**src/rtl/assert_macros.svh**
```systemverilog
// ---------------------------------------------------------------------------
// assertion macros for the particle step block
// ---------------------------------------------------------------------------
`ifndef ASSERT_MACROS_SVH
`define ASSERT_MACROS_SVH

// checked on every clock edge outside of reset
`define PAS_ASSERT(name, prop, msg) \
  name: assert property (@(posedge clk) disable iff (rst) (prop)) else $error(msg);

// checked on every clock edge, reset included
`define PAS_ASSERT_NR(name, prop, msg) \
  name: assert property (@(posedge clk) (prop)) else $error(msg);

`endif

```
**src/rtl/pas_pkg.sv**
```systemverilog
// ---------------------------------------------------------------------------
// pas_pkg
// shared types and constants of the particle advect and sprite step block
// ---------------------------------------------------------------------------
package pas_pkg;

  // fixed point layout
  localparam int unsigned Q_FRAC     = 16;
  localparam int unsigned UNIT_SHIFT = 30;

  // pipeline depths
  localparam int unsigned SQRT_STEPS = 32;
  localparam int unsigned DIV_STEPS  = 31;
  localparam int unsigned SIDE_DEPTH = SQRT_STEPS + DIV_STEPS;
  // input register, square, sum, root, divide, two multiplies, output
  localparam int unsigned PIPE_LAT   = 3 + SIDE_DEPTH + 3;

  // register indexes
  localparam logic [1:0] REG_GRID_COLUMNS = 2'd0;
  localparam logic [1:0] REG_GRID_ROWS    = 2'd1;
  localparam logic [1:0] REG_FRAME_PERIOD = 2'd2;

  // register reset values
  localparam logic [8:0]  COLS_RESET   = 9'd1;
  localparam logic [8:0]  ROWS_RESET   = 9'd1;
  localparam logic [31:0] PERIOD_RESET = 32'd6554;

  // unit length in Q1.30
  localparam logic [30:0] UNIT_ONE = 31'h4000_0000;

  typedef struct packed {
    logic [8:0]  grid_columns;
    logic [8:0]  grid_rows;
    logic [31:0] frame_period;
  } cfg_t;

  typedef struct packed {
    logic [31:0] elapsed;
    logic [31:0] tick;
    logic [7:0]  col;
    logic [7:0]  row;
  } anim_t;

  typedef struct packed {
    logic [2:0][31:0] pos;
    logic [2:0][31:0] mag_abs;
    logic [31:0]      speed;
    logic [31:0]      dt;
    logic             zero;
    anim_t            anim;
  } side_t;

endpackage

```
**src/rtl/pas_isqrt.sv**
```systemverilog
// ---------------------------------------------------------------------------
// pas_isqrt
// pipelined integer square root, one result bit per stage
// ---------------------------------------------------------------------------
module pas_isqrt (
  input  logic        clk,
  input  logic        rst,
  input  logic        vld_in,
  input  logic [63:0] sq_in,
  output logic        vld_out,
  output logic [31:0] root
);
  import pas_pkg::*;

  logic        vld      [0:SQRT_STEPS-1];
  logic [35:0] rem      [0:SQRT_STEPS-1];
  logic [31:0] rt       [0:SQRT_STEPS-1];
  logic [63:0] val      [0:SQRT_STEPS-1];
  logic [35:0] rem_next [0:SQRT_STEPS-1];
  logic [31:0] rt_next  [0:SQRT_STEPS-1];
  logic [63:0] val_next [0:SQRT_STEPS-1];

  // one digit step per stage
  always_comb begin
    logic [35:0] rs, trial, rin;
    logic [31:0] tin;
    logic [63:0] vin;
    for (int k = 0; k < SQRT_STEPS; k++) begin
      if (k == 0) begin
        rin = 36'd0;
        tin = 32'd0;
        vin = sq_in;
      end else begin
        rin = rem[k-1];
        tin = rt[k-1];
        vin = val[k-1];
      end
      rs    = {rin[33:0], vin[63:62]};
      trial = {2'b00, tin, 2'b01};
      val_next[k] = {vin[61:0], 2'b00};
      if (rs >= trial) begin
        rem_next[k] = rs - trial;
        rt_next[k]  = {tin[30:0], 1'b1};
      end else begin
        rem_next[k] = rs;
        rt_next[k]  = {tin[30:0], 1'b0};
      end
    end
  end

  // stage registers
  always_ff @(posedge clk) begin
    for (int k = 0; k < SQRT_STEPS; k++) begin
      rem[k] <= rem_next[k];
      rt[k]  <= rt_next[k];
      val[k] <= val_next[k];
    end
    if (rst) begin
      for (int k = 0; k < SQRT_STEPS; k++) begin
        vld[k] <= 1'b0;
      end
    end else begin
      vld[0] <= vld_in;
      for (int k = 1; k < SQRT_STEPS; k++) begin
        vld[k] <= vld[k-1];
      end
    end
  end

  assign vld_out = vld[SQRT_STEPS-1];
  assign root    = rt[SQRT_STEPS-1];

endmodule

```
**config.mk**
```make
export PLATFORM = sky130hd
export DESIGN_NAME = pas_isqrt
export DESIGN_NICKNAME = d
export VERILOG_FILES = /design/src/rtl/assert_macros.svh /design/src/rtl/pas_pkg.sv /design/src/rtl/pas_isqrt.sv
export SDC_FILE = /design/constraint.sdc
export NUM_CORES = 2
export LEC_CHECK = 0
export BUFFER_PORTS_ARGS = -buffer_cell sky130_fd_sc_hd__buf_2
export CORE_UTILIZATION = 55
export CTS_BUF_LIST = sky130_fd_sc_hd__clkbuf_8
export CTS_CLUSTER_DIAMETER = 40
export DETAILED_ROUTE_END_ITERATION = 12
export GPL_TIMING_DRIVEN = 0
export PLACE_DENSITY_LB_ADDON = 0.08
export SLEW_MARGIN = 10
export SYNTH_ARGS = -nofsm -noshare
export SYNTH_HDL_FRONTEND = slang
export SYNTH_MEMORY_MAX_BITS = 65536
export SYNTH_SLANG_ARGS = --single-unit
```
**constraint.sdc**
```tcl
create_clock -name clk -period 7.3 [get_ports clk]
set_input_delay 1.825 -clock clk [delete_from_list [all_inputs] [get_ports clk]]
set_output_delay 1.825 -clock clk [all_outputs]
set_load 0.01 [all_outputs]
```
[After elaboration in Yosys (flattened, before gate mapping)]
Memory sizes are Yosys's and may differ from the RTL's.
Cells that the tools add are included.
Storage, ports and cells
  bits in registers: 0
  bits in writable memories: 4192
  bits of input ports: 67
  output and inout bits: 33
  logic and storage cells: 199
  memories: 4
Memory list
  val: depth 32, width 62, rd ports 31, clocked after Yosys merged registers in 0, wr ports 32, line pas_isqrt.sv:18  | logic [63:0] val [0:SQRT_STEPS-1];
  rem: depth 32, width 36, rd ports 31, clocked after Yosys merged registers in 0, wr ports 32, line pas_isqrt.sv:16  | logic [35:0] rem [0:SQRT_STEPS-1];
  rt: depth 32, width 32, rd ports 32, clocked after Yosys merged registers in 0, wr ports 32, line pas_isqrt.sv:17  | logic [31:0] rt [0:SQRT_STEPS-1];
  vld: depth 32, width 1, rd ports 32, clocked after Yosys merged registers in 0, wr ports 32, line pas_isqrt.sv:15  | logic vld [0:SQRT_STEPS-1];
Operators by class
  add/sub/neg operators: 32
  order comparisons: 32
  muxes and demuxes: 99
  bitwise gates (word level): 32
Operator list (number)
  36-bit two-way mux: 32
  36-bit by 34-bit >= comparator with 1-bit output: 31
  36-bit by 34-bit subtractor with 36-bit output: 31
  1-bit two-way mux: 67
  1-bit bitwise OR: 32
  2-bit by 1-bit subtractor with 3-bit output, second input constant: 1
  2-bit by 1-bit >= comparator with 1-bit output, second input constant: 1

[Depth between registers and ports, before layout]
  word-level depth: 3
  mapped depth: 15
  gate-level depth less buffers: 13

[Least setup slack after synthesis]
Ideal clock, no wire load.
  kind: register to register
  from: memory rt[29][0] (netlist: rt[1][416])
  to: memory rem[30][5] (netlist: rem[1][509])
  data arrival time: 3.147 ns
  required time: 7.179 ns
  slack: 4.032 ns
  cell stages (with the launch flop): 15
  path buffers: 2
  cells stage by stage: dfxtp_1 -> inv_1 -> ha_1 -> nor2b_1 -> o2111a_1 -> nor4b_1 -> o21ai_1 -> o2111ai_1 -> a21o_1 -> a21oi_1 -> o21ai_1 -> and2_1 -> clkbuf_1 -> buf_2 -> mux2_2
RTL lines (line)
  start: declaration: pas_isqrt.sv:17
  end: declaration: pas_isqrt.sv:16

==> metrics.csv <==
metric;value;unit
Seq/Total Area, Yosys;55.0;%
Max Clock Skew;0.0684;ns
Multi-input gate area;38300;um^2
hpwl dp;157;mm
actual transition at the worst max-transition pin;1.31;ns
initial antenna violation count;10;
Final period util;68.1;%
Worst setup SP type;flip-flop;
routed len/inst;16.8;um
CTS max path bufs;4;
Peak VDD IR;0.000318;V
Top FF cell, synth;dfxtp_1;
# fillers;14038;
P_leak;50.1;nW
power per cell area;343;nW/um^2
DRC;0;
slack of the critical path;2.33;ns
total via count in the routed design;63632;
number of global-route vias before repair;62200;
post-CTS resize count;0;
outcome;complete, no violations;
Starting Density;55.5;%
final hold violation count;0;
min Tclk post-route;4.97;ns
Synth Area per Inst;10.2;um^2
core area;168000;um^2
Worst-path clk slew;0.07;ns
Worst slew margin;11.5;%
wirelength, routed;206;mm
pre-CTS WS;2.56;ns
worst min path class;flip-flop to flip-flop;
clock insertion delay at the later pin of the skew report;1.07;ns
Vias/cell;5.21;
Cell Rows;150;
Worst EP arrival;5.87;ns
final setup vio count;0;
overall die height;413;um
Die Area;171000;um^2
Post-CTS Setup Repair Bufs;0;
clk root buf;clkbuf_8;
Mapped Area;93100;um^2
total number of yosys warnings;0;
Port-buffer cells;99;
post-synthesis net count;9781;
asr flop ratio synth;0;%
CP Max Fanout;10;
die width;413;um
first drt pass iteration count;5;
post-synthesis register bit count;2555;
Netlist cell types;84;
CTS tree;built;
Tot GR Track Use;23.6;%
maximum operating frequency;201;MHz
critical path capture point type;flip-flop;
Sequential Area;51100;um^2
first-pass GRT wire length;323;mm
H-Tree Depth;5;
Syn Inst Count;9152;
iteration-0 DRC count of the detailed router;3814;
final count of pins violating max slew;0;
routability cong.;0.906;
Setup TNS;0;ns
fraction of layout cells with a size suffix above 1;9.01;%
IO Pins;100;
RSZ-0062 raised after global routing;false;
Hold Buf Count CTS;0;
layout net count;10303;
EDFF count, synth;0;
Worst Path Required;8.20;ns
clock sinks;2555;
CTS buffer count;421;
largest net degree at the start of global routing;18;
Worst Setup Path Type;flip-flop to flip-flop;
total grt overflow;0;
Routed Antenna Nets;0;
Max-cap violations;0;
Area Growth Syn to Fin;12.8;%
-- worst paths after layout --
check,start,to,slack (ns),depth (start not counted)
setup / recovery,val[1][618],rem[1][371],2.33,11
hold / removal,val[0][912],val[0][976],0.26,0
setup reg to reg,val[1][618],rem[1][371],2.33,11
hold reg to reg,val[0][912],val[0][976],0.26,0
-- metal layers --
layer | global-route usage [%] | vias to the layer above | part of all wire (%)
met5 | 0 | - | 0
met4 | 8.63 | 0 | 2.8
met3 | 3.86 | 391 | 4.5
met2 | 37.5 | 1383 | 45
met1 | 32.4 | 29539 | 48
li1 | - | 32319 | -
-- stage by stage --
stage / hold slack [ns] / std cells / area (um^2) / total power [W] / utilization, %
floorplan: 0.310 / 9152 / 93100 / 0.0220 / -
global placement: 0.310 / 11455 / 96300 / 0.0237 / 57.5
detailed placement: 0.312 / 11455 / 96300 / 0.0238 / 57.5
CTS: 0.255 / 12197 / 105000 / 0.0363 / 62.6
global route: 0.280 / 12201 / 105000 / 0.0379 / 62.6
finish: 0.261 / 12204 / 105000 / 0.0360 / 62.6
-- flip-flops by register name, summed over array words and instances (netlist names) --
name / count
rem: 1003
val: 992
rt: 528
vld: 32
-- cells in the final DEF (no fill, tap or decap), types with 58 or more instances in the layout --
master / synthesis / routed
clkbuf_1: 157 / 157
xnor2_1: 431 / 431
nor3_1: 221 / 220
or3_1: 97 / 97
nor4_1: 118 / 118
inv_1: 703 / 816
a21oi_1: 509 / 509
ha_1: 562 / 562
o31ai_1: 58 / 58
nand2_1: 685 / 685
nand4_1: 100 / 100
dfxtp_1: 2555 / 2555
and3_1: 61 / 61
xor2_1: 423 / 423
o21ai_0: 499 / 499
buf_2: 6 / 105
nor2b_1: 129 / 129
nor2_1: 498 / 498
o21a_1: 106 / 106
clkbuf_8: 0 / 514
a21o_1: 248 / 248
mux2_2: 75 / 75
nand3_1: 144 / 144
nand2b_1: 107 / 107
-- power breakdown --
group,internal [W],leakage [nW],switching (W),total (W)
Combinational,0.00255,23.9,0.00321,0.00576
Sequential,0.0162,21.4,0.00164,0.0179
Clock,0.00695,4.86,0.00541,0.0124
Total,0.0257,50.1,0.0103,0.0360
-- layout make-up --
cell class / instances / area share (%)
plain buffers: 212 / 0.895
well taps: 2204 / 2.63
clock buffers: 514 / 6.74
repair buffers: 99 / 0.472
clock inverters: 228 / 1.47
flip-flops and latches: 2555 / 48.7
diodes: 7 / 0.0167
multi-input cells: 5677 / 36.5
inverters: 708 / 2.53
-- Yosys cell counts (17+ instances only) --
library cell	number	share of area, %
dfxtp_1	2555	55
inv_1	703	2.8
nand2_1	685	2.8
ha_1	562	7.6
a21oi_1	509	2.7
o21ai_0	499	2.7
nor2_1	498	2.0
xnor2_1	431	4.1
xor2_1	423	4.0
a21o_1	248	2.0
nor3_1	221	1.2
clkbuf_1	157	0.63
nand3_1	144	0.77
nor2b_1	129	0.87
nor4_1	118	0.79
nand2b_1	107	0.72
o21a_1	106	0.86
nand4_1	100	0.67
or3_1	97	0.65
mux2_2	75	0.91
and3_1	61	0.41
o31ai_1	58	0.47
o21bai_1	51	0.41
or4_1	45	0.36
a211oi_1	43	0.35
a31oi_1	41	0.28
buf_4	36	0.29
and2_1	34	0.23
o211ai_1	34	0.27
o21ai_1	27	0.15
nand3b_1	23	0.19
a21boi_0	22	0.18
nor3b_1	21	0.17
or2_2	21	0.14
and4_1	19	0.18
a211o_1	17	0.16
-- critical path, stage by stage (launching register included) --
cell      delay [ns]
dfxtp_1         0.61
inv_1           0.09
ha_1            0.25
nor2b_1         0.12
o21a_1          0.12
o21ai_0         0.15
a21oi_1         0.44
a21oi_1         0.26
o41ai_1         1.09
a21oi_1         0.64
clkbuf_1        0.43
o31ai_1         0.62
-- cells by family (layout without fill, tap and decap cells) --
group / Yosys count / in the layout / share of synthesized area [%]
AOI/OAI and AO/OA: 1809 / 1809 / 12.0
DFF: 2555 / 2555 / 55.0
muxes: 88 / 88 / 1.05
xor gates and xnor gates: 854 / 854 / 8.04
buffers and inverters: 920 / 1761 / 3.87
other: 1 / 8 / 0.00403
and+or+nand+nor: 2363 / 2363 / 12.5
adders and majority gates: 562 / 562 / 7.56
Power figures use the tool's default switching activity.
