===== src/rtl/assert_macros.svh =====
// ---------------------------------------------------------------------------
// assertion macros for the particle step block
// ---------------------------------------------------------------------------
`ifndef ASSERT_MACROS_SVH
`define ASSERT_MACROS_SVH

// checked on every clock edge outside of reset
`define PAS_ASSERT(name, prop, msg) \
  name: assert property (@(posedge clk) disable iff (rst) (prop)) else $error(msg);

// checked on every clock edge, reset included
`define PAS_ASSERT_NR(name, prop, msg) \
  name: assert property (@(posedge clk) (prop)) else $error(msg);

`endif


===== src/rtl/pas_pkg.sv =====
// ---------------------------------------------------------------------------
// pas_pkg
// shared types and constants of the particle advect and sprite step block
// ---------------------------------------------------------------------------
package pas_pkg;

  // fixed point layout
  localparam int unsigned Q_FRAC     = 16;
  localparam int unsigned UNIT_SHIFT = 30;

  // pipeline depths
  localparam int unsigned SQRT_STEPS = 32;
  localparam int unsigned DIV_STEPS  = 31;
  localparam int unsigned SIDE_DEPTH = SQRT_STEPS + DIV_STEPS;
  // input register, square, sum, root, divide, two multiplies, output
  localparam int unsigned PIPE_LAT   = 3 + SIDE_DEPTH + 3;

  // register indexes
  localparam logic [1:0] REG_GRID_COLUMNS = 2'd0;
  localparam logic [1:0] REG_GRID_ROWS    = 2'd1;
  localparam logic [1:0] REG_FRAME_PERIOD = 2'd2;

  // register reset values
  localparam logic [8:0]  COLS_RESET   = 9'd1;
  localparam logic [8:0]  ROWS_RESET   = 9'd1;
  localparam logic [31:0] PERIOD_RESET = 32'd6554;

  // unit length in Q1.30
  localparam logic [30:0] UNIT_ONE = 31'h4000_0000;

  typedef struct packed {
    logic [8:0]  grid_columns;
    logic [8:0]  grid_rows;
    logic [31:0] frame_period;
  } cfg_t;

  typedef struct packed {
    logic [31:0] elapsed;
    logic [31:0] tick;
    logic [7:0]  col;
    logic [7:0]  row;
  } anim_t;

  typedef struct packed {
    logic [2:0][31:0] pos;
    logic [2:0][31:0] mag_abs;
    logic [31:0]      speed;
    logic [31:0]      dt;
    logic             zero;
    anim_t            anim;
  } side_t;

endpackage


===== src/rtl/pas_anim.sv =====
// ---------------------------------------------------------------------------
// pas_anim
// life timer, spark frame timer and sprite sheet frame step, one register
// ---------------------------------------------------------------------------
module pas_anim (
  input  logic           clk,
  input  logic           vld_in,
  input  pas_pkg::cfg_t  cfg,
  input  logic           func,
  input  logic [31:0]    elapsed,
  input  logic [31:0]    life_limit,
  input  logic [31:0]    frame_tick,
  input  logic [7:0]     frame_col,
  input  logic [7:0]     frame_row,
  input  logic [31:0]    time_step,
  output pas_pkg::anim_t anim
);
  import pas_pkg::*;

  logic [32:0] el_sum, tk_sum;
  logic [31:0] el_sat, tk_sat, el_new, tk_new;
  logic        adv;
  logic [8:0]  ecol, erow, ncol, nrow;
  anim_t       anim_next;

  // saturating timer sums
  assign el_sum = {1'b0, elapsed} + {1'b0, time_step};
  assign tk_sum = {1'b0, frame_tick} + {1'b0, time_step};
  assign el_sat = el_sum[32] ? 32'hFFFF_FFFF : el_sum[31:0];
  assign tk_sat = tk_sum[32] ? 32'hFFFF_FFFF : tk_sum[31:0];

  // grid size clamped to 1..256
  assign ecol = (cfg.grid_columns == 9'd0) ? 9'd1 :
                (cfg.grid_columns > 9'd256) ? 9'd256 : cfg.grid_columns;
  assign erow = (cfg.grid_rows == 9'd0) ? 9'd1 :
                (cfg.grid_rows > 9'd256) ? 9'd256 : cfg.grid_rows;

  // mode decision and frame step
  always_comb begin
    if (func) begin
      adv    = tk_sat > cfg.frame_period;
      tk_new = adv ? 32'd0 : tk_sat;
      el_new = (el_sat >= life_limit) ? 32'd0 : el_sat;
    end else begin
      adv    = el_sat >= life_limit;
      tk_new = frame_tick;
      el_new = adv ? 32'd0 : el_sat;
    end
    ncol = {1'b0, frame_col};
    nrow = {1'b0, frame_row};
    if (adv) begin
      ncol = {1'b0, frame_col} + 9'd1;
      if (ncol >= ecol) begin
        ncol = 9'd0;
        nrow = {1'b0, frame_row} + 9'd1;
        if (nrow >= erow) begin
          nrow = 9'd0;
        end
      end
    end
    anim_next.elapsed = el_new;
    anim_next.tick    = tk_new;
    anim_next.col     = ncol[7:0];
    anim_next.row     = nrow[7:0];
  end

  // result register
  always_ff @(posedge clk) begin
    if (vld_in) begin
      anim <= anim_next;
    end
  end

endmodule


===== config.mk =====
export PLATFORM = sky130hd
export DESIGN_NAME = pas_anim
export DESIGN_NICKNAME = d
export VERILOG_FILES = /design/src/rtl/assert_macros.svh /design/src/rtl/pas_pkg.sv /design/src/rtl/pas_anim.sv
export SDC_FILE = /design/constraint.sdc
export NUM_CORES = 1
export LEC_CHECK = 0
export ABC_AREA = 1
export BUFFER_PORTS_ARGS = -buffer_cell sky130_fd_sc_hd__buf_2
export CAP_MARGIN = 20
export CORE_MARGIN = 2
export CORE_UTILIZATION = 55
export CTS_CLUSTER_DIAMETER = 60
export DETAILED_ROUTE_END_ITERATION = 7
export PLACE_DENSITY = 0.95
export SYNTH_ARGS = -nofsm -noshare
export SYNTH_HDL_FRONTEND = slang
export SYNTH_SLANG_ARGS = --single-unit

===== constraint.sdc =====
create_clock -name clk -period 6.9 [get_ports clk]
set_input_delay 1.035 -clock clk [delete_from_list [all_inputs] [get_ports clk]]
set_output_delay 1.035 -clock clk [all_outputs]
set_load 0.005 [all_outputs]

# Word level (Yosys, flattened, before mapping)
# Index checks and enable logic that the tools add are counted.
# totals
register_bits	80
out_inout_bits	80
elab_cells	30
# op_classes
n_addsub	4
magnitude_cmp	6
muxes	14
reduce_logical	2
# ops
op	count
two-way mux 32 bit	4
adder 32 x 32 -> 33 bit	2
two-way mux 8 bit	5
two-way mux 9 bit	4
greater-or-equal comparator 32 bit	1
> comparator 32 bit	1
adder 8 x 1 -> 9 bit (second input constant)	2
greater-or-equal comparator 9 bit	2
> comparator 9 bit (second input constant)	2
logical NOT 9 bit	2
two-way mux 1 bit	1

# Depth between registers and ports, before layout
# Gate-level depths: netlist of run 1.
# logic_depth
depth_word	7
depth_mapped	31
mapped_depth_nobuf	28

# Worst setup path after synthesis of run 1
# OpenSTA, ideal clock, no wires.
# synth_timing
kind	in2reg
startpoint	in frame_tick[0]
endpoint	reg anim[10] in the netlist's numbering, data pin
setup_ps	252
arrival_time_ps	3997
slack_ps	2651
path_stages	26
path_buffers	2
cell_sequence	ha_1 -> fa_1 -> nand2_1 -> nand3_1 -> nand3_1 -> nand2_1 -> nand2_2 -> nand2_4 -> nand2_2 -> nand3_4 -> inv_4 -> buf_12 -> nand3_4 -> ha_1 -> nand2_1 -> nor2_1 -> nand4_1 -> nor3b_2 -> nand2_1 -> nand2_1 -> nand2_1 -> nand2_2 -> nand2_2 -> buf_4 -> nand2_1 -> nand2_1
# synth_between
elab_chain_cells	5
# synth_rtl
element	line	rtl
from (decl)	pas_anim.sv:12	input logic [31:0] frame_tick,
adder 32 x 32 -> 33 bit	pas_anim.sv:28	assign tk_sum = {1'b0, frame_tick} + {1'b0, time_step};
two-way mux 32 bit	pas_anim.sv:30	assign tk_sat = tk_sum[32] ? 32'hFFFF_FFFF : tk_sum[31:0];
> comparator 32 bit	pas_anim.sv:41	adv = tk_sat > cfg.frame_period;
two-way mux 1 bit	pas_anim.sv:40	if (func) begin
two-way mux 8 bit	pas_anim.sv:51	if (adv) begin
named net ncol[2]	pas_anim.sv:23	logic [8:0] ecol, erow, ncol, nrow;
to (signal assigned)	pas_anim.sv:70	anim <= anim_next;
to (decl)	pas_anim.sv:16	output pas_pkg::anim_t anim
# The timed path passes the listed nets, and every way through them passes these cells.
# A chain may end at the register's enable or synchronous reset.

# Worst setup path in the final report of run 1
# layout_timing
startpoint	in time_step[0]
endpoint	reg anim[7] in the netlist's numbering, data pin
# layout_between
elab_chain_cells	5
elab_cells_between_ends	8
# layout_rtl
element	line	rtl
from (decl)	pas_anim.sv:15	input logic [31:0] time_step,
adder 32 x 32 -> 33 bit (on tied branches)	pas_anim.sv:27, pas_anim.sv:28	
two-way mux 32 bit (on tied branches)	pas_anim.sv:29, pas_anim.sv:30	
greater-or-equal comparator 32 bit / > comparator 32 bit (equally long branches)	pas_anim.sv:45, pas_anim.sv:41	
two-way mux 1 bit *	pas_anim.sv:40	
two-way mux 8 bit *	pas_anim.sv:51	
named net nrow[7]	pas_anim.sv:23	
# Mark *: on every way through the listed nets, which the timed path passes. The rest lies on a longest branch.

==> key figures, run 1 <==
Status
  • Outcome: complete, but fails checks
  • Failing checks: design-rule violations

Timing
  • Max transition margin: 0.281
  • Minimum clock period after layout: 5.42 ns
  • Fraction of the cycle the final worst path needs: 0.786
  • Final setup viols: 0
  • Setup TNS: 0 ns
  • Fmax: 184 MHz
  • RSZ-0062 raised after global routing: no
  • Final Hold Viols: 0
  • Least-Margin Pin Slew: 1.08 ns
  • Final max-slew violation count: 0

Finish
  • Top reg by flops: anim
  • Final nets: 2225
  • Fillers: 1722
  • Area grow syn2layout: 18.2%
  • Share of layout cells above drive strength 1: 0.186
  • Multi-input gate area: 7090 µm²
  • Top flop regs: anim: 80 flops
  • FF+latch area: 2400 µm²
  • Largest register FFs: 80

Global routing
  • GRT Total Usage: 0.329
  • Global-route wire length before repair: 53100 µm
  • Pin count of the biggest net entering global routing: 81
  • Vias in the first global route: 11100
  • Antenna violations before repair: 8
  • Grt ovf: 0

Routing
  • Post-DR vias/cell: 5.46
  • DR WL/cell: 15.8 µm
  • Pre-antenna DRT Iters: 8
  • Routed wire length: 34000 µm
  • Drt initial violations: 958
  • Antenna-violating nets left: 0
  • DRC: 4
  • Vias: 11700

Logic synthesis
  • Avg Synthesized Cell Area: 6.60 µm²
  • Synth cell types: 42
  • Post-synthesis sequential element count: 80
  • Ys flop type: edfxtp_1
  • Synth warn: 0
  • FFs w/ async S/R, synth: 0
  • Syn Inst Count: 1609
  • Post-synthesis sequential area ratio: 0.226
  • Mapped Nets: 1956
  • Synth Cell Area: 10600 µm²
  • Number of synthesized flops with an enable pin: 80

Critical path
  • CP Data Arrival Time: 5.52 ns
  • WS Path Type: in2reg
  • Type of origin of the critical path: input pin
  • Crit Path Max Fanout: 32
  • Crit. End Element: flip-flop
  • CP required: 7.00 ns

Clock network
  • H-tree depth: 3
  • Clock slew at reported path FFs: 0.07 ns
  • CTS Hold Bufs: 0
  • Clock buffer depth: 2
  • CTS tree: built
  • Clock sinks: 80
  • Post-CTS setup buffers: 0
  • Total CTS buffers: 9
  • Clock root cell: clkbuf_16
  • Post-CTS Resized: 0

Placement
  • Routability cong.: 1.02
  • PortBufs: 276
  • DP HPWL: 28700 µm

Die
  • Starting Density: 0.564
  • CORE AREA: 18800 µm²
  • I/O pin cnt: 277
  • Die H: 143 µm
  • Die width: 143 µm
  • Die area: 20400 µm²
  • Site Rows: 50

Power
  • Reg power frac: 0.295
  • Cell Int Power: 1360 µW
  • Leakage: 0.00694 µW
  • Power density cells: 181 nW/µm²
  • Comb power frac: 0.473
  • Clock group share of total power: 0.231
  • P_sw: 907 µW
  • Worst VDD drop: 0.113 mV
  • Switching share of power: 0.400
  • Overall power: 2270 µW

Flow run
  • Max cap viols: 0

Worst hold path
  • Hold path depth: 3
  • Class of the worst hold path: in2reg
[cells by family after synthesis]
logic type | share of synthesized area
XOR/XNOR | 0.0297
AND/OR/NAND/NOR | 0.359
buffers and inverters | 0.106
flip-flops | 0.226
AO/OA/AOI/OAI | 0.101
adder cells (fa/ha/maj) | 0.178
[cell type report]
type                       instances  area share
antenna                            8     0.00160
clock buffer                      11      0.0185
clock inverter                     5     0.00648
inverter                         262      0.0786
multi-input combinational       1248       0.565
sequential                        80       0.191
tap                              260      0.0259
timing repair buffer             277       0.112
[metal layers]
| metal | vias up | part of all wire | track usage |
|---|---|---|---|
| met5 | - | 0 | 0 |
| li1 | 5808 | - | - |
| met2 | 577 | 0.46 | 0.551 |
| met4 | 0 | 0.057 | 0.172 |
| met1 | 5224 | 0.41 | 0.411 |
| met3 | 134 | 0.074 | 0.0476 |
[synth_stat cells, drive strengths merged, types with 4 or more instances]
master | count | area share
a21o | 7 | 0.0050
a21oi | 123 | 0.059
and2 | 6 | 0.0035
buf | 16 | 0.012
edfxtp | 80 | 0.23
ha | 148 | 0.17
inv | 259 | 0.092
nand2 | 508 | 0.18
nand3 | 137 | 0.084
nand4 | 24 | 0.014
nor2 | 162 | 0.059
nor3 | 11 | 0.0057
nor4 | 9 | 0.0053
o21a | 5 | 0.0035
o21ai | 51 | 0.024
o21bai | 9 | 0.0067
xnor2 | 4 | 0.0033
xor2 | 32 | 0.026
[layout by cell type (no fill, tap or decap), types with 11 or more instances in the layout]
cell      instances
inv_1           247
xor2_1           32
nand4_1          24
edfxtp_1         80
inv_2            11
a21oi_1         120
ha_1            148
nand3_4          11
nor2_1          157
buf_2           275
nand3_1         113
nand2_1         497
o21ai_0          32
nand3_2          13
o21ai_1          19
[stage by stage]
stage	instances	instance area, µm²	utilization	hold WS [ns]	setup WS [ns]
floorplan	1609	10600	-	1.15	2.65
global route	2151	12500	0.666	0.978	1.12
global placement	2126	12200	0.647	1.32	1.46
finish	2151	12500	0.666	0.967	1.48
detailed placement	2126	12200	0.647	1.32	1.22
CTS	2142	12500	0.664	0.961	1.58
[critical path, stage by stage]
cell	delay, ns
buf_2	0.13
ha_1	0.22
fa_1	0.42
nand2_1	0.11
nand3_1	0.08
nand3_1	0.08
nand2_1	0.11
nand2_2	0.10
nand2_4	0.06
nand2_2	0.08
nand3_4	0.22
inv_4	0.38
nand3_1	0.19
ha_1	0.34
nand2_1	0.05
nor2_1	0.12
nand4_1	0.17
nor3b_2	0.25
nand2_1	0.08
nand2_1	0.06
nand2_1	0.06
nand2_2	0.54
nand2_2	0.38
nand2_1	0.16
nand2_1	0.08
[worst paths after layout]
path / start / endpoint / slack [ns]
worst max-delay path: time_step[0] / anim[7] / 1.48
worst min-delay path: frame_col[7] / anim[15] / 0.97
[power groups by stage]
stage	clock (µW)	sequential [µW]	combinational [µW]
finish	525	670	1070
global route	546	677	1210
CTS	528	670	1050
detailed placement	0	680	1050
global placement	0	679	1010
floorplan	0	690	694
Power figures use the tool's default switching activity.
==> run 2, diff against run 1 <==
==> constraint.sdc (replaced) <==
create_clock -name clk -period 5.6 [get_ports clk]
set_input_delay 0.84 -clock clk [delete_from_list [all_inputs] [get_ports clk]]
set_output_delay 0.84 -clock clk [all_outputs]
set_load 0.005 [all_outputs]
==> key figures, run 2 (synthesis gave the netlist of run 1 again) <==
Timing
  • Max transition margin: 0.275
  • Final setup viols: 0
  • Fmax: 202 MHz
  • Final max-slew violation count: 0
  • Final Hold Viols: 0
  • Minimum clock period after layout: 4.94 ns
  • Least-Margin Pin Slew: 1.09 ns
  • Setup TNS: 0 ns
  • Worst hold margin: 0.769 ns
  • RSZ-0062 raised after global routing: no
  • Fraction of the cycle the final worst path needs: 0.883

Die
  • Die area: 20400 µm²
  • I/O pin cnt: 277
  • Die H: 143 µm
  • Die width: 143 µm
  • Site Rows: 50
  • CORE AREA: 18800 µm²
  • Starting Density: 0.564

Global routing
  • Antenna violations before repair: 8
  • GRT Total Usage: 0.331
  • Pin count of the biggest net entering global routing: 81
  • Grt ovf: 0
  • Global-route wire length before repair: 53000 µm
  • Vias in the first global route: 10900

Routing
  • DRC: 0
  • Routed wire length: 34500 µm
  • Pre-antenna DRT Iters: 6
  • Vias: 11800
  • Post-DR vias/cell: 5.47
  • Antenna-violating nets left: 0
  • Drt initial violations: 1216
  • DR WL/cell: 16.0 µm

Flow run
  • Max cap viols: 0

Critical path
  • Crit Path Max Fanout: 17
  • CP required: 5.71 ns
  • CP Data Arrival Time: 5.05 ns
  • Crit. End Element: flip-flop
  • Type of origin of the critical path: input pin
  • WS Path Type: in2reg

Clock network
  • Clock slew at reported path FFs: 0.07 ns
  • Post-CTS Resized: 0
  • Clock sinks: 80
  • Clock buffer depth: 2
  • CTS Hold Bufs: 0
  • Clock root cell: clkbuf_16
  • CTS tree: built
  • Total CTS buffers: 9
  • H-tree depth: 3
  • Post-CTS setup buffers: 0

Finish
  • Top reg by flops: anim
  • Final nets: 2229
  • Fillers: 1691
  • Share of layout cells above drive strength 1: 0.188
  • Largest register FFs: 80
  • Commonest cells after routing, fill and taps aside: nand2_1 (497), buf_2 (275), inv_1 (247)
  • Post-route insts no fill: 2153
  • Core Util, Final: 0.668
  • Top flop regs: anim: 80 flops
  • Area grow syn2layout: 18.5%
  • Multi-input gate area: 7090 µm²
  • FF+latch area: 2400 µm²
  • Commonest non-fill, non-tap cell in the layout: nand2_1

Power
  • Switching share of power: 0.403
  • Cell Int Power: 1680 µW
  • Comb power frac: 0.475
  • Overall power: 2810 µW
  • Clock group share of total power: 0.230
  • Worst VDD drop: 0.143 mV
  • Power density cells: 224 nW/µm²
  • P_sw: 1130 µW
  • Leakage: 0.00695 µW
  • Reg power frac: 0.295

Placement
  • PortBufs: 276
  • Placed insts: 2130
  • DP HPWL: 28700 µm
  • Routability cong.: 1.01

Status
  • Outcome: completed

Worst hold path
  • Class of the worst hold path: in2reg
run 2: cell count changes in the layout (fill, tap and decap cells not counted), sizes merged:
cell	change
clkbuf	-2
buf	+4
clkinv	-1
clkinvlp	+1
run 2: per-layer routing:
layer  up-vias  part of all wire  track usage
met4         0             0.055        0.179
met3       127             0.081       0.0409
li1       5812                 -            -
met1      5227              0.40        0.425
met2       613              0.46        0.543
met5         -                 0            0
run 2: path summary, 6_finish.rpt:
path	start	end	slack, ns	cells after the start
min	frame_tick[18]	anim[34]	0.77	3
max	time_step[0]	anim[5]	0.66	25
run 2: area by class of cell:
| cell class | instances | share of cell area |
|---|---|---|
| antenna | 8 | 0.00159 |
| clock inverter | 5 | 0.00667 |
| inverter | 262 | 0.0784 |
| clock buffer | 9 | 0.0179 |
| sequential | 80 | 0.191 |
| timing repair buffer | 281 | 0.115 |
| tap | 260 | 0.0259 |
| multi-input combinational | 1248 | 0.564 |
run 2: through the flow:
stage               area (µm²)  worst slack, ns
floorplan                10600             1.55
global placement         12200            0.577
detailed placement       12200            0.365
CTS                      12500            0.710
global route             12600            0.382
finish                   12600            0.656
run 2: critical path: stages:
cell and delay [ns]:
buf_2 0.13, ha_1 0.22, fa_1 0.41, nand2_1 0.11
nand3_1 0.08, nand3_1 0.07, nand2_1 0.11, nand2_2 0.10
nand2_4 0.06, nand2_2 0.07, nand3_4 0.20, inv_4 0.38
nand3_1 0.19, ha_1 0.33, nand2_1 0.05, nor2_1 0.12
nand4_1 0.16, nor3b_2 0.24, nand2_1 0.08, nand2_1 0.05
nand2_1 0.06, nand2_2 0.36, nand2_2 0.35, nand2_1 0.17
nand2_1 0.07
run 2: power groups by stage:
stage	sequential, µW	clock [µW]	combinational [µW]
2_1_floorplan	850	0	855
3_3_place_gp	839	0	1250
3_5_place_dp	841	0	1300
4_1_cts	830	649	1310
5_1_grt	839	668	1490
6_report	831	646	1340
==> run 3, diff against run 2 <==
--- a/config.mk
+++ b/config.mk
@@ -9,10 +9,11 @@
 export BUFFER_PORTS_ARGS = -buffer_cell sky130_fd_sc_hd__buf_2
 export CAP_MARGIN = 20
 export CORE_MARGIN = 2
-export CORE_UTILIZATION = 55
+export CORE_UTILIZATION = 50
 export CTS_CLUSTER_DIAMETER = 60
 export DETAILED_ROUTE_END_ITERATION = 7
-export PLACE_DENSITY = 0.95
+export PLACE_DENSITY = 0.88
+export SKIP_CTS_REPAIR_TIMING = 1
 export SYNTH_ARGS = -nofsm -noshare
 export SYNTH_HDL_FRONTEND = slang
 export SYNTH_SLANG_ARGS = --single-unit
==> key figures, run 3 (synthesis gave the netlist of run 1 again) <==
Finish
  • Top flop regs: anim: 80 flops
  • Core Util, Final: 0.601
  • FF+latch area: 2400 µm²
  • Largest register FFs: 80
  • Share of layout cells above drive strength 1: 0.188
  • Commonest cells after routing, fill and taps aside: nand2_1 (497), buf_2 (275), inv_1 (247)
  • Finished Cell Area: 12600 µm²
  • Top reg by flops: anim
  • Multi-input gate area: 7090 µm²
  • Commonest non-fill, non-tap cell in the layout: nand2_1
  • Final nets: 2229
  • Fillers: 2008
  • Area grow syn2layout: 18.7%

Timing
  • Fraction of the cycle the final worst path needs: 0.876
  • Fmax: 204 MHz
  • Final setup viols: 0
  • Max transition margin: 0.291
  • Setup TNS: 0 ns
  • Final Hold Viols: 0
  • Least-Margin Pin Slew: 1.06 ns
  • Minimum clock period after layout: 4.90 ns
  • RSZ-0062 raised after global routing: no
  • Final max-slew violation count: 0

Status
  • Outcome: completed

Clock network
  • Clock root cell: clkbuf_16
  • Total CTS buffers: 9
  • H-tree depth: 3
  • Clock slew at reported path FFs: 0.07 ns
  • Clock sinks: 80
  • Clock buffer depth: 2
  • CTS tree: built

Placement
  • PortBufs: 276
  • Placed cell areas: 12200 µm²
  • Routability cong.: 1.01
  • DP HPWL: 29200 µm

Die
  • Die width: 150 µm
  • Die area: 22400 µm²
  • Starting Density: 0.507
  • I/O pin cnt: 277
  • Die H: 150 µm
  • CORE AREA: 21000 µm²
  • Site Rows: 53

Global routing
  • Pin count of the biggest net entering global routing: 81
  • Antenna violations before repair: 7
  • GRT Total Usage: 0.303
  • Grt ovf: 0
  • Global-route wire length before repair: 53000 µm
  • Vias in the first global route: 10600

Critical path
  • Crit Path Max Fanout: 17
  • Critical Path Slowest Stage Cell: fa_1
  • CP Data Arrival Time: 5.00 ns
  • CP delay by family, top: simple AND/OR/NAND/NOR gates
  • Most frequent CP cell: nand2_1
  • WS Path Type: in2reg
  • Worst Path Buf+Inv: 2
  • Crit. End Element: flip-flop
  • CP required: 5.70 ns
  • Type of origin of the critical path: input pin
  • Worst path max stage delay: 0.42 ns

Power
  • Leakage: 0.00696 µW
  • Overall power: 2840 µW
  • Worst VDD drop: 0.129 mV
  • Power density cells: 226 nW/µm²

Routing
  • Routed wire length: 34400 µm
  • DR WL/cell: 15.9 µm
  • Post-DR vias/cell: 5.33
  • Pre-antenna DRT Iters: 6
  • Drt initial violations: 918
  • Antenna-violating nets left: 0
  • Vias: 11600
  • DRC: 0

Worst hold path
  • Class of the worst hold path: in2reg

Flow run
  • Max cap viols: 0
run 3: changes by cell type in the layout (fill, tap and decap cells not counted):
| cell | previous run | this run |
|---|---|---|
| clkinvlp_4 | 2 | 1 |
| buf_4 | 5 | 6 |
| bufinv_16 | 2 | 3 |
| diode_2 | 8 | 9 |
| buf_16 | 1 | 0 |
| clkbuf_1 | 0 | 1 |
run 3: path summary, 6_finish.rpt:
path | slack (ns) | start | depth (start not counted) | to
worst max-delay path | 0.70 | frame_tick[0] | 25 | anim[14]
worst min-delay path | 0.78 | frame_tick[19] | 3 | anim[35]
run 3: final cells by class:
class                      instances  area share
multi-input combinational       1248       0.563
antenna                            9     0.00179
timing repair buffer             281       0.113
clock inverter                     5     0.00844
inverter                         262      0.0782
sequential                        80       0.191
tap                              275      0.0273
clock buffer                      10      0.0182
run 3: layer usage:
metal	share of wire	up-vias	GRT usage
li1	-	5816	-
met1	0.43	5164	0.400
met2	0.46	495	0.503
met3	0.068	93	0.0293
met4	0.042	0	0.135
met5	0	-	0
run 3: per-stage QoR:
step	instances	setup slack, ns	hold slack [ns]
3_3_place_gp	2146	0.530	1.13
5_1_grt	2168	0.376	0.794
2_1_floorplan	1609	1.55	0.952
3_5_place_dp	2146	0.353	1.14
6_report	2170	0.695	0.779
4_1_cts	2161	0.730	0.773
run 3: power by group:
part	switching (µW)	internal, µW	total, µW	leakage, µW
clock	255	434	689	0.000159
combinational	832	492	1320	0.00603
sequential	31.9	799	831	0.000776
